[config.mk]
export PLATFORM = sky130hd
export DESIGN_NAME = biquad_iir_filter
export DESIGN_NICKNAME = d
export VERILOG_FILES = /design/src/hdl/biq_pkg.sv /design/src/hdl/biquad_iir_filter.sv /design/src/hdl/biq_datapath.sv
export SDC_FILE = /design/constraint.sdc
export NUM_CORES = 2
export LEC_CHECK = 0
export BUFFER_PORTS_ARGS = -buffer_cell sky130_fd_sc_hd__buf_2
export CAP_MARGIN = 20
export CORE_MARGIN = 1.5
export CORE_UTILIZATION = 45
export DETAILED_ROUTE_END_ITERATION = 7
export GPL_ROUTABILITY_DRIVEN = 1
export GPL_TIMING_DRIVEN = 0
export MAX_ROUTING_LAYER = met4
export PLACE_DENSITY = 0.64
export SYNTH_ARGS = -nofsm -noshare
export SYNTH_HDL_FRONTEND = slang
export SYNTH_HIERARCHICAL = 1
export SYNTH_SLANG_ARGS = --single-unit
[constraint.sdc]
create_clock -name clk -period 11.6 [get_ports clk]
set_clock_uncertainty 0.1 [all_clocks]
set_input_delay 2.32 -clock clk [delete_from_list [all_inputs] [get_ports clk]]
set_output_delay 2.32 -clock clk [all_outputs]
set_load 0.1 [all_outputs]
[src/hdl/biq_pkg.sv]
package biq_pkg;

    localparam int NUM_COEF   = 5;
    localparam int COEF_W     = 32;
    localparam int COEF_IDX_W = 3;
    localparam int COEF_FRAC  = 28;
    localparam int SAMPLE_W   = 24;
    localparam int DLY_W      = 32;
    localparam int PROD_W     = COEF_W + SAMPLE_W;
    localparam int ACC_W      = 64;
    localparam int Q_W        = ACC_W - COEF_FRAC;
    localparam int NUM_STEPS  = 8;
    localparam int STEP_W     = $clog2(NUM_STEPS);

    // Coefficient register indexes.
    localparam logic [COEF_IDX_W-1:0] IDX_B0 = 3'd0;
    localparam logic [COEF_IDX_W-1:0] IDX_B1 = 3'd1;
    localparam logic [COEF_IDX_W-1:0] IDX_B2 = 3'd2;
    localparam logic [COEF_IDX_W-1:0] IDX_A1 = 3'd3;
    localparam logic [COEF_IDX_W-1:0] IDX_A2 = 3'd4;

    // Accumulator operations.
    localparam logic [1:0] ACC_HOLD = 2'd0;
    localparam logic [1:0] ACC_LOAD = 2'd1;
    localparam logic [1:0] ACC_SUB  = 2'd2;

    // Base term loaded into the accumulator.
    localparam logic [1:0] BASE_D1   = 2'd0;
    localparam logic [1:0] BASE_D2   = 2'd1;
    localparam logic [1:0] BASE_ZERO = 2'd2;

    // Write-back targets.
    localparam logic [1:0] WB_NONE = 2'd0;
    localparam logic [1:0] WB_Y    = 2'd1;
    localparam logic [1:0] WB_N1   = 2'd2;
    localparam logic [1:0] WB_N2   = 2'd3;

    localparam logic signed [Q_W-1:0] OUT_MAX = 36'sh0007FFFFF;
    localparam logic signed [Q_W-1:0] OUT_MIN = 36'shFFF800000;
    localparam logic signed [Q_W-1:0] DLY_MAX = 36'sh07FFFFFFF;
    localparam logic signed [Q_W-1:0] DLY_MIN = 36'shF80000000;
    localparam logic signed [ACC_W-1:0] HALF_LSB = 64'sd134217728;

    localparam logic [COEF_W-1:0] B0_RESET = 32'h1000_0000;

    typedef logic [NUM_COEF-1:0][COEF_W-1:0] coef_bank_t;

    typedef struct packed {
        logic [COEF_IDX_W-1:0] coef_sel;
        logic                  dat_y;
        logic [1:0]            acc_op;
        logic [1:0]            base_sel;
        logic [1:0]            wb;
        logic                  last;
    } ctl_word_t;

    typedef struct packed {
        logic [DLY_W-1:0] value;
        logic             clip;
    } rnd_sat_t;

    // Microcode: one control word per step of a sample.
    function automatic ctl_word_t micro_rom(input logic [STEP_W-1:0] step);
        ctl_word_t w;
        w = '{coef_sel: IDX_B0, dat_y: 1'b0, acc_op: ACC_HOLD, base_sel: BASE_ZERO,
              wb: WB_NONE, last: 1'b0};
        case (step)
            3'd0: w.coef_sel = IDX_B0;
            3'd1:
            begin
                w.coef_sel = IDX_B1;
                w.acc_op   = ACC_LOAD;
                w.base_sel = BASE_D1;
            end
            3'd2:
            begin
                w.acc_op   = ACC_LOAD;
                w.base_sel = BASE_D2;
                w.wb       = WB_Y;
            end
            3'd3:
            begin
                w.coef_sel = IDX_A1;
                w.dat_y    = 1'b1;
            end
            3'd4:
            begin
                w.coef_sel = IDX_B2;
                w.acc_op   = ACC_SUB;
            end
            3'd5:
            begin
                w.coef_sel = IDX_A2;
                w.dat_y    = 1'b1;
                w.acc_op   = ACC_LOAD;
                w.base_sel = BASE_ZERO;
                w.wb       = WB_N1;
            end
            3'd6: w.acc_op = ACC_SUB;
            3'd7:
            begin
                w.wb   = WB_N2;
                w.last = 1'b1;
            end
            default: w.last = 1'b1;
        endcase
        return w;
    endfunction

    // Round to Q.23 (half up) and saturate to the output or delay range.
    function automatic rnd_sat_t rnd_sat(input logic signed [ACC_W-1:0] acc,
                                         input logic narrow);
        logic signed [ACC_W-1:0] sum;
        logic signed [Q_W-1:0]   q;
        logic signed [Q_W-1:0]   hi;
        logic signed [Q_W-1:0]   lo;
        rnd_sat_t                r;
        sum = acc + HALF_LSB;
        q   = sum[ACC_W-1:COEF_FRAC];
        hi  = narrow ? OUT_MAX : DLY_MAX;
        lo  = narrow ? OUT_MIN : DLY_MIN;
        r.clip = 1'b0;
        if (q > hi)
        begin
            r.value = hi[DLY_W-1:0];
            r.clip  = 1'b1;
        end
        else if (q < lo)
        begin
            r.value = lo[DLY_W-1:0];
            r.clip  = 1'b1;
        end
        else
        begin
            r.value = q[DLY_W-1:0];
        end
        return r;
    endfunction

endpackage

[src/hdl/biquad_iir_filter.sv]
// Biquad IIR section, transposed direct form II, fixed point.
// Input samples (signed Q1.23) arrive on the s_axis stream; each transfer
// yields exactly one filtered sample on the m_axis stream, with the clip
// flag in tuser set when the output or a delay register saturated.
// The five Q4.28 coefficients are written through the cfg channel
// (index 0..4 = b0, b1, b2, a1, a2); any valid write clears both delay
// registers, and writes to other indexes are ignored. Write them only while
// no sample is in flight.
// A sample runs through an eight-step microcode program that shares one
// 32 x 24 multiplier and one accumulator over the five products. The result
// becomes valid in the same cycle as the input is ready again for the next
// sample; a new sample is not taken while one is still in flight.
// Reset restores b0 = 1.0, the other coefficients and both delays to zero.
// If the receiver stalls, the finished result waits in the output register;
// the next sample is accepted and computed, and its last step waits until
// the pending result has been transferred.
module biquad_iir_filter (
    input  logic                         clk,
    input  logic                         rst_n,
    input  logic                         s_axis_tvalid,
    output logic                         s_axis_tready,
    input  logic [biq_pkg::SAMPLE_W-1:0] s_axis_tdata,   // [23:0] sample_in
    output logic                         m_axis_tvalid,
    input  logic                         m_axis_tready,
    output logic [biq_pkg::SAMPLE_W-1:0] m_axis_tdata,   // [23:0] sample_out
    output logic                         m_axis_tuser,   // [0] clipped
    input  logic                         cfg_valid,
    output logic                         cfg_ready,
    input  logic [biq_pkg::COEF_IDX_W-1:0] cfg_index,
    input  logic [biq_pkg::COEF_W-1:0]   cfg_data
);
    import biq_pkg::*;

    logic              busy_reg;
    logic              busy_next;
    logic [STEP_W-1:0] step_reg;
    logic [STEP_W-1:0] step_next;
    logic              out_valid_reg;
    logic              out_valid_next;
    logic [SAMPLE_W-1:0] out_data_reg;
    logic              out_clip_reg;
    coef_bank_t        coef_reg;
    ctl_word_t         ctl;
    logic              in_xfer;
    logic              cfg_xfer;
    logic              cfg_hit;
    logic              step_en;
    logic              finish;
    logic [SAMPLE_W-1:0] res_y;
    logic              res_clip;

    assign ctl      = micro_rom(step_reg);
    assign in_xfer  = s_axis_tvalid & s_axis_tready;
    assign cfg_xfer = cfg_valid & cfg_ready;
    assign cfg_hit  = cfg_xfer & (cfg_index < COEF_IDX_W'(NUM_COEF));
    // The last step writes the output register, so it holds while that is full and not taken.
    assign step_en  = busy_reg & (~ctl.last | ~out_valid_reg | m_axis_tready);
    assign finish   = step_en & ctl.last;

    assign s_axis_tready = ~busy_reg;
    assign cfg_ready     = ~busy_reg;
    assign m_axis_tvalid = out_valid_reg;
    assign m_axis_tdata  = out_data_reg;
    assign m_axis_tuser  = out_clip_reg;

    always_comb
    begin
        busy_next = busy_reg;
        step_next = step_reg;
        if (in_xfer)
        begin
            busy_next = 1'b1;
            step_next = '0;
        end
        else if (finish)
        begin
            busy_next = 1'b0;
        end
        else if (step_en)
        begin
            step_next = step_reg + 1'b1;
        end
    end

    always_comb
    begin
        out_valid_next = out_valid_reg;
        if (finish)
        begin
            out_valid_next = 1'b1;
        end
        else if (m_axis_tready)
        begin
            out_valid_next = 1'b0;
        end
    end

    always_ff @(posedge clk or negedge rst_n)
    begin
        if (!rst_n)
        begin
            busy_reg      <= 1'b0;
            step_reg      <= '0;
            out_valid_reg <= 1'b0;
            coef_reg      <= {{((NUM_COEF-1)*COEF_W){1'b0}}, B0_RESET};
        end
        else
        begin
            busy_reg      <= busy_next;
            step_reg      <= step_next;
            out_valid_reg <= out_valid_next;
            if (cfg_hit)
            begin
                coef_reg[cfg_index] <= cfg_data;
            end
        end
    end

    always_ff @(posedge clk)
    begin
        if (finish)
        begin
            out_data_reg <= res_y;
            out_clip_reg <= res_clip;
        end
    end

    biq_datapath u_datapath (
        .clk      (clk),
        .rst_n    (rst_n),
        .ctl      (ctl),
        .step_en  (step_en),
        .load_x   (in_xfer),
        .x_in     (s_axis_tdata),
        .clr_dly  (cfg_hit),
        .coefs    (coef_reg),
        .res_y    (res_y),
        .res_clip (res_clip)
    );

endmodule

[src/hdl/biq_datapath.sv]
module biq_datapath (
    input  logic                              clk,
    input  logic                              rst_n,
    input  biq_pkg::ctl_word_t                ctl,
    input  logic                              step_en,
    input  logic                              load_x,
    input  logic [biq_pkg::SAMPLE_W-1:0]      x_in,
    input  logic                              clr_dly,
    input  biq_pkg::coef_bank_t               coefs,
    output logic [biq_pkg::SAMPLE_W-1:0]      res_y,
    output logic                              res_clip
);
    import biq_pkg::*;

    logic [SAMPLE_W-1:0]     x_reg;
    logic [SAMPLE_W-1:0]     y_reg;
    logic [SAMPLE_W-1:0]     y_next;
    logic signed [PROD_W-1:0] prod_reg;
    logic signed [PROD_W-1:0] prod_next;
    logic signed [ACC_W-1:0] acc_reg;
    logic signed [ACC_W-1:0] acc_next;
    logic signed [ACC_W-1:0] base;
    logic signed [ACC_W-1:0] prod_ext;
    logic [DLY_W-1:0]        n1_reg;
    logic [DLY_W-1:0]        d1_reg;
    logic [DLY_W-1:0]        d2_reg;
    logic                    clip_reg;
    logic [COEF_W-1:0]       coef_mux;
    logic [SAMPLE_W-1:0]     data_mux;
    rnd_sat_t                rs;

    always_comb
    begin
        case (ctl.coef_sel)
            IDX_B0:  coef_mux = coefs[0];
            IDX_B1:  coef_mux = coefs[1];
            IDX_B2:  coef_mux = coefs[2];
            IDX_A1:  coef_mux = coefs[3];
            IDX_A2:  coef_mux = coefs[4];
            default: coef_mux = '0;
        endcase
    end

    assign data_mux  = ctl.dat_y ? y_reg : x_reg;
    assign prod_next = $signed(coef_mux) * $signed(data_mux);
    assign prod_ext  = ACC_W'(prod_reg);

    always_comb
    begin
        case (ctl.base_sel)
            BASE_D1: base = $signed({{(ACC_W-DLY_W-COEF_FRAC){d1_reg[DLY_W-1]}},
                                     d1_reg, {COEF_FRAC{1'b0}}});
            BASE_D2: base = $signed({{(ACC_W-DLY_W-COEF_FRAC){d2_reg[DLY_W-1]}},
                                     d2_reg, {COEF_FRAC{1'b0}}});
            default: base = '0;
        endcase
    end

    always_comb
    begin
        case (ctl.acc_op)
            ACC_LOAD: acc_next = base + prod_ext;
            ACC_SUB:  acc_next = acc_reg - prod_ext;
            default:  acc_next = acc_reg;
        endcase
    end

    assign rs       = rnd_sat(acc_reg, ctl.wb == WB_Y);
    assign y_next   = rs.value[SAMPLE_W-1:0];
    assign res_y    = y_reg;
    assign res_clip = clip_reg | ((ctl.wb == WB_N2) & rs.clip);

    // Payload registers.
    always_ff @(posedge clk)
    begin
        if (load_x)
        begin
            x_reg <= x_in;
        end
        if (step_en)
        begin
            prod_reg <= prod_next;
            acc_reg  <= acc_next;
            if (ctl.wb == WB_Y)
            begin
                y_reg <= y_next;
            end
            if (ctl.wb == WB_N1)
            begin
                n1_reg <= rs.value;
            end
        end
    end

    // Filter state and the per-sample saturation flag.
    always_ff @(posedge clk or negedge rst_n)
    begin
        if (!rst_n)
        begin
            d1_reg   <= '0;
            d2_reg   <= '0;
            clip_reg <= 1'b0;
        end
        else
        begin
            if (load_x)
            begin
                clip_reg <= 1'b0;
            end
            else if (step_en && ctl.wb != WB_NONE && rs.clip)
            begin
                clip_reg <= 1'b1;
            end
            if (clr_dly)
            begin
                d1_reg <= '0;
                d2_reg <= '0;
            end
            else if (step_en && ctl.wb == WB_N2)
            begin
                d1_reg <= n1_reg;
                d2_reg <= rs.value;
            end
        end
    end

endmodule

==> flow_metrics.tcl <==
set metrics [dict create \
    drive_above_1_share_pct 9.196 \
    die_h_um 341.8 \
    drc 0 \
    slew_viol_final 0 \
    grt_usage_pct 29.77 \
    max_slew_margin_pct 17.16 \
    synthesis.nets 6420 \
    grt_pass1_vias 40170 \
    synth_area_per_cell_sq_um 9.744 \
    ant_nets 0 \
    cp_slowest_cell "fa_1" \
    start_util_pct 45.30 \
    critPathRequiredTime_ns 11.87 \
    clock_sinks 455 \
    nNetsFinal 6592 \
    cts_root_buf "clkbuf_16" \
    max_cap_viol_count 0 \
    dp_hpwl_um 140100 \
    timing.final.crit_share_pct 97.07 \
    worst-endpoint-arrival_ns 11.53 \
    cts_tree "built" \
    coreArea_sq_um 114000 \
    gp_congestion 1.056 \
    crit_type "reg2reg" \
    setup_tns_ns 0 \
    end_kind "flip-flop" \
    wl_um 168900 \
    htreeDepth 2 \
    final_cell_mix "inv_1, fa_1, nand2_1" \
    finalSetupViolations 0 \
    synth_edf_count 225 \
    drtIter0Drc 3076 \
    overflow 0 \
    synthFlopType "dfrtp_1" \
    min_path_type "reg2reg" \
    period_needed_ns 11.26 \
    port_buffers 91 \
    ios 92 \
    synth_top_cell_area_share_pct 30.42 \
    synth_area_sq_um 51660 \
    vias_per_cell 5.627 \
    ys_types 83 \
    hold_depth 0 \
    post_drt_wl_per_cell_um 24.03 \
    synthCells 5302 \
    grt_pass1_wl_um 249900 \
    synthTopCellsByArea "fa_1, edfxtp_1, dfrtp_1" \
    fmax_mhz 88.81 \
    clk_latency_ns 0.62 \
    ys_ff_latch 455 \
    rr_worst_depth 39 \
    holdWs_ns 0.3678 \
    die_area_sq_um 116800 \
    largest_reg_flops 160 \
    worst_pin_slew_ns 1.243 \
    chipWidth_um 341.8 \
    final_common_cell "inv_1" \
    cts_inserted_buffers 49 \
    hold_viol 0 \
    clkSlewWorstSetupHoldPaths_ns 0.06 \
    yosysSeqAreaShare_pct 24.22 \
    startpoint_type "flip-flop" \
    antenna_found_initial 3 \
    crit_path_max_incr_delay_ns 0.63 \
    cp_max_fo 10 \
    crit_top_cell "fa_1" \
    yosysWarnings 6 \
    via_count 39560 \
    area_growth_pct 9.123 \
    firstDrtPassIters 6 \
    clock_path_buffers 3 \
    synthArstFlopShare_pct 50.55 \
    yosys.area.top_type "fa_1" \
    status "finished, final reports clean" \
    grt_start_max_net_pins 110 \
    num_rows 124 \
]
==> Yosys cell counts (8+ instances only) <==
cell type,count
a211oi_1,23
a21boi_0,11
a21o_1,86
a21oi_1,194
a221o_1,38
a221oi_1,28
a31oi_1,26
and2_1,38
and3_1,35
and4_1,8
buf_1,12
buf_2,20
clkbuf_1,189
dfrtp_1,229
edfxtp_1,225
fa_1,785
ha_1,269
inv_1,901
mux2_1,18
mux2_2,169
mux2i_1,96
nand2_1,712
nand2b_1,44
nand3_1,47
nand4_1,28
nor2_1,452
nor2b_1,31
nor3_1,30
o211ai_1,12
o211ai_2,17
o21a_1,14
o21ai_0,169
o21bai_1,26
o22ai_1,10
o31ai_1,15
or3_1,13
xnor2_1,109
xor2_1,57
==> final timing paths <==
path	start	endpoint	slack [ns]
min reg2reg	u_datapath/res_y[5]$_DFFE_PP_	m_axis_tdata[5]$_DFFE_PP_	0.37
min in group asynchronous	rst_n	u_datapath/d2_reg[29]$_DFFE_PN0P_	1.47
max reg2reg	step_reg[1]$_DFFE_PN0P_	u_datapath/prod_reg[55]$_DFFE_PP_	0.34
max in group asynchronous	rst_n	coef_reg[28]$_DFFE_PN1P_	8.54
max	step_reg[1]$_DFFE_PN0P_	u_datapath/prod_reg[55]$_DFFE_PP_	0.34
min	u_datapath/res_y[5]$_DFFE_PP_	m_axis_tdata[5]$_DFFE_PP_	0.37
==> cells by family (layout without fill, tap and decap cells) <==
kind of cell    count (synthesis)  in the layout  share of synthesized area (%)
simple gates                 1473           1473                          12.20
buf+inv                      1137           1348                          8.443
fa+ha+maj                    1054           1054                          36.93
compound gates                732            732                          9.373
flops                         455            455                          24.22
mux                           284            284                          5.980
xor+xnor                      167            167                          2.846
other cells                     0              5                              0
==> routing by layer <==
layer / GRT usage (%) / part of all wire, % / vias up
met3: 5.117 / 7.3 / 432
met2: 48.02 / 48 / 1574
li1: - / - / 17380
met5: - / 0 / -
met1: 36.39 / 40 / 20180
met4: 14.07 / 5.6 / 0
==> cell type report <==
type                    instances  area (sq um)
flip-flops and latches        455         12510
fillers                     10680         57660
clock inverters                23         302.8
inverters                     903          3390
repair buffers                123         910.9
plain buffers                 232          1005
well taps                    1512          1892
clock buffers                  67          1384
diodes                          5         12.51
multi-input cells            3710         34970
==> worst max-delay path, delay by kind of cell, from the launching register on <==
family | cells | cell delay [ns]
fa+ha+maj | 9 | 4.30
compound gates | 10 | 2.51
buf+inv | 12 | 2.26
simple gates | 8 | 1.36
flops | 1 | 0.45
==> stage by stage <==
stage / utilization (%) / setup WS [ns] / std cells / area [sq um]
5_1_grt: 49.43 / -0.008206 / 7028 / 56370
3_3_place_gp: 47.36 / -1.415 / 6905 / 54010
6_report: 49.44 / 0.3394 / 7030 / 56380
4_1_cts: 49.33 / 0.009810 / 7025 / 56260
3_5_place_dp: 47.82 / -0.4106 / 6935 / 54530
2_1_floorplan: - / 2.594 / 5302 / 51660
==> timing repair <==
item                                    4_1_cts  5_1_grt
pin swaps                                     0        0
setup buffers                                 0        0
resized for setup                            17       45
hold buffers                                  0        0
endpoints found under the setup margin        6       10
Power is left out: the tool's default activity adds up to more than one toggle a clock period on the data nets, which glitch-free logic cannot reach.
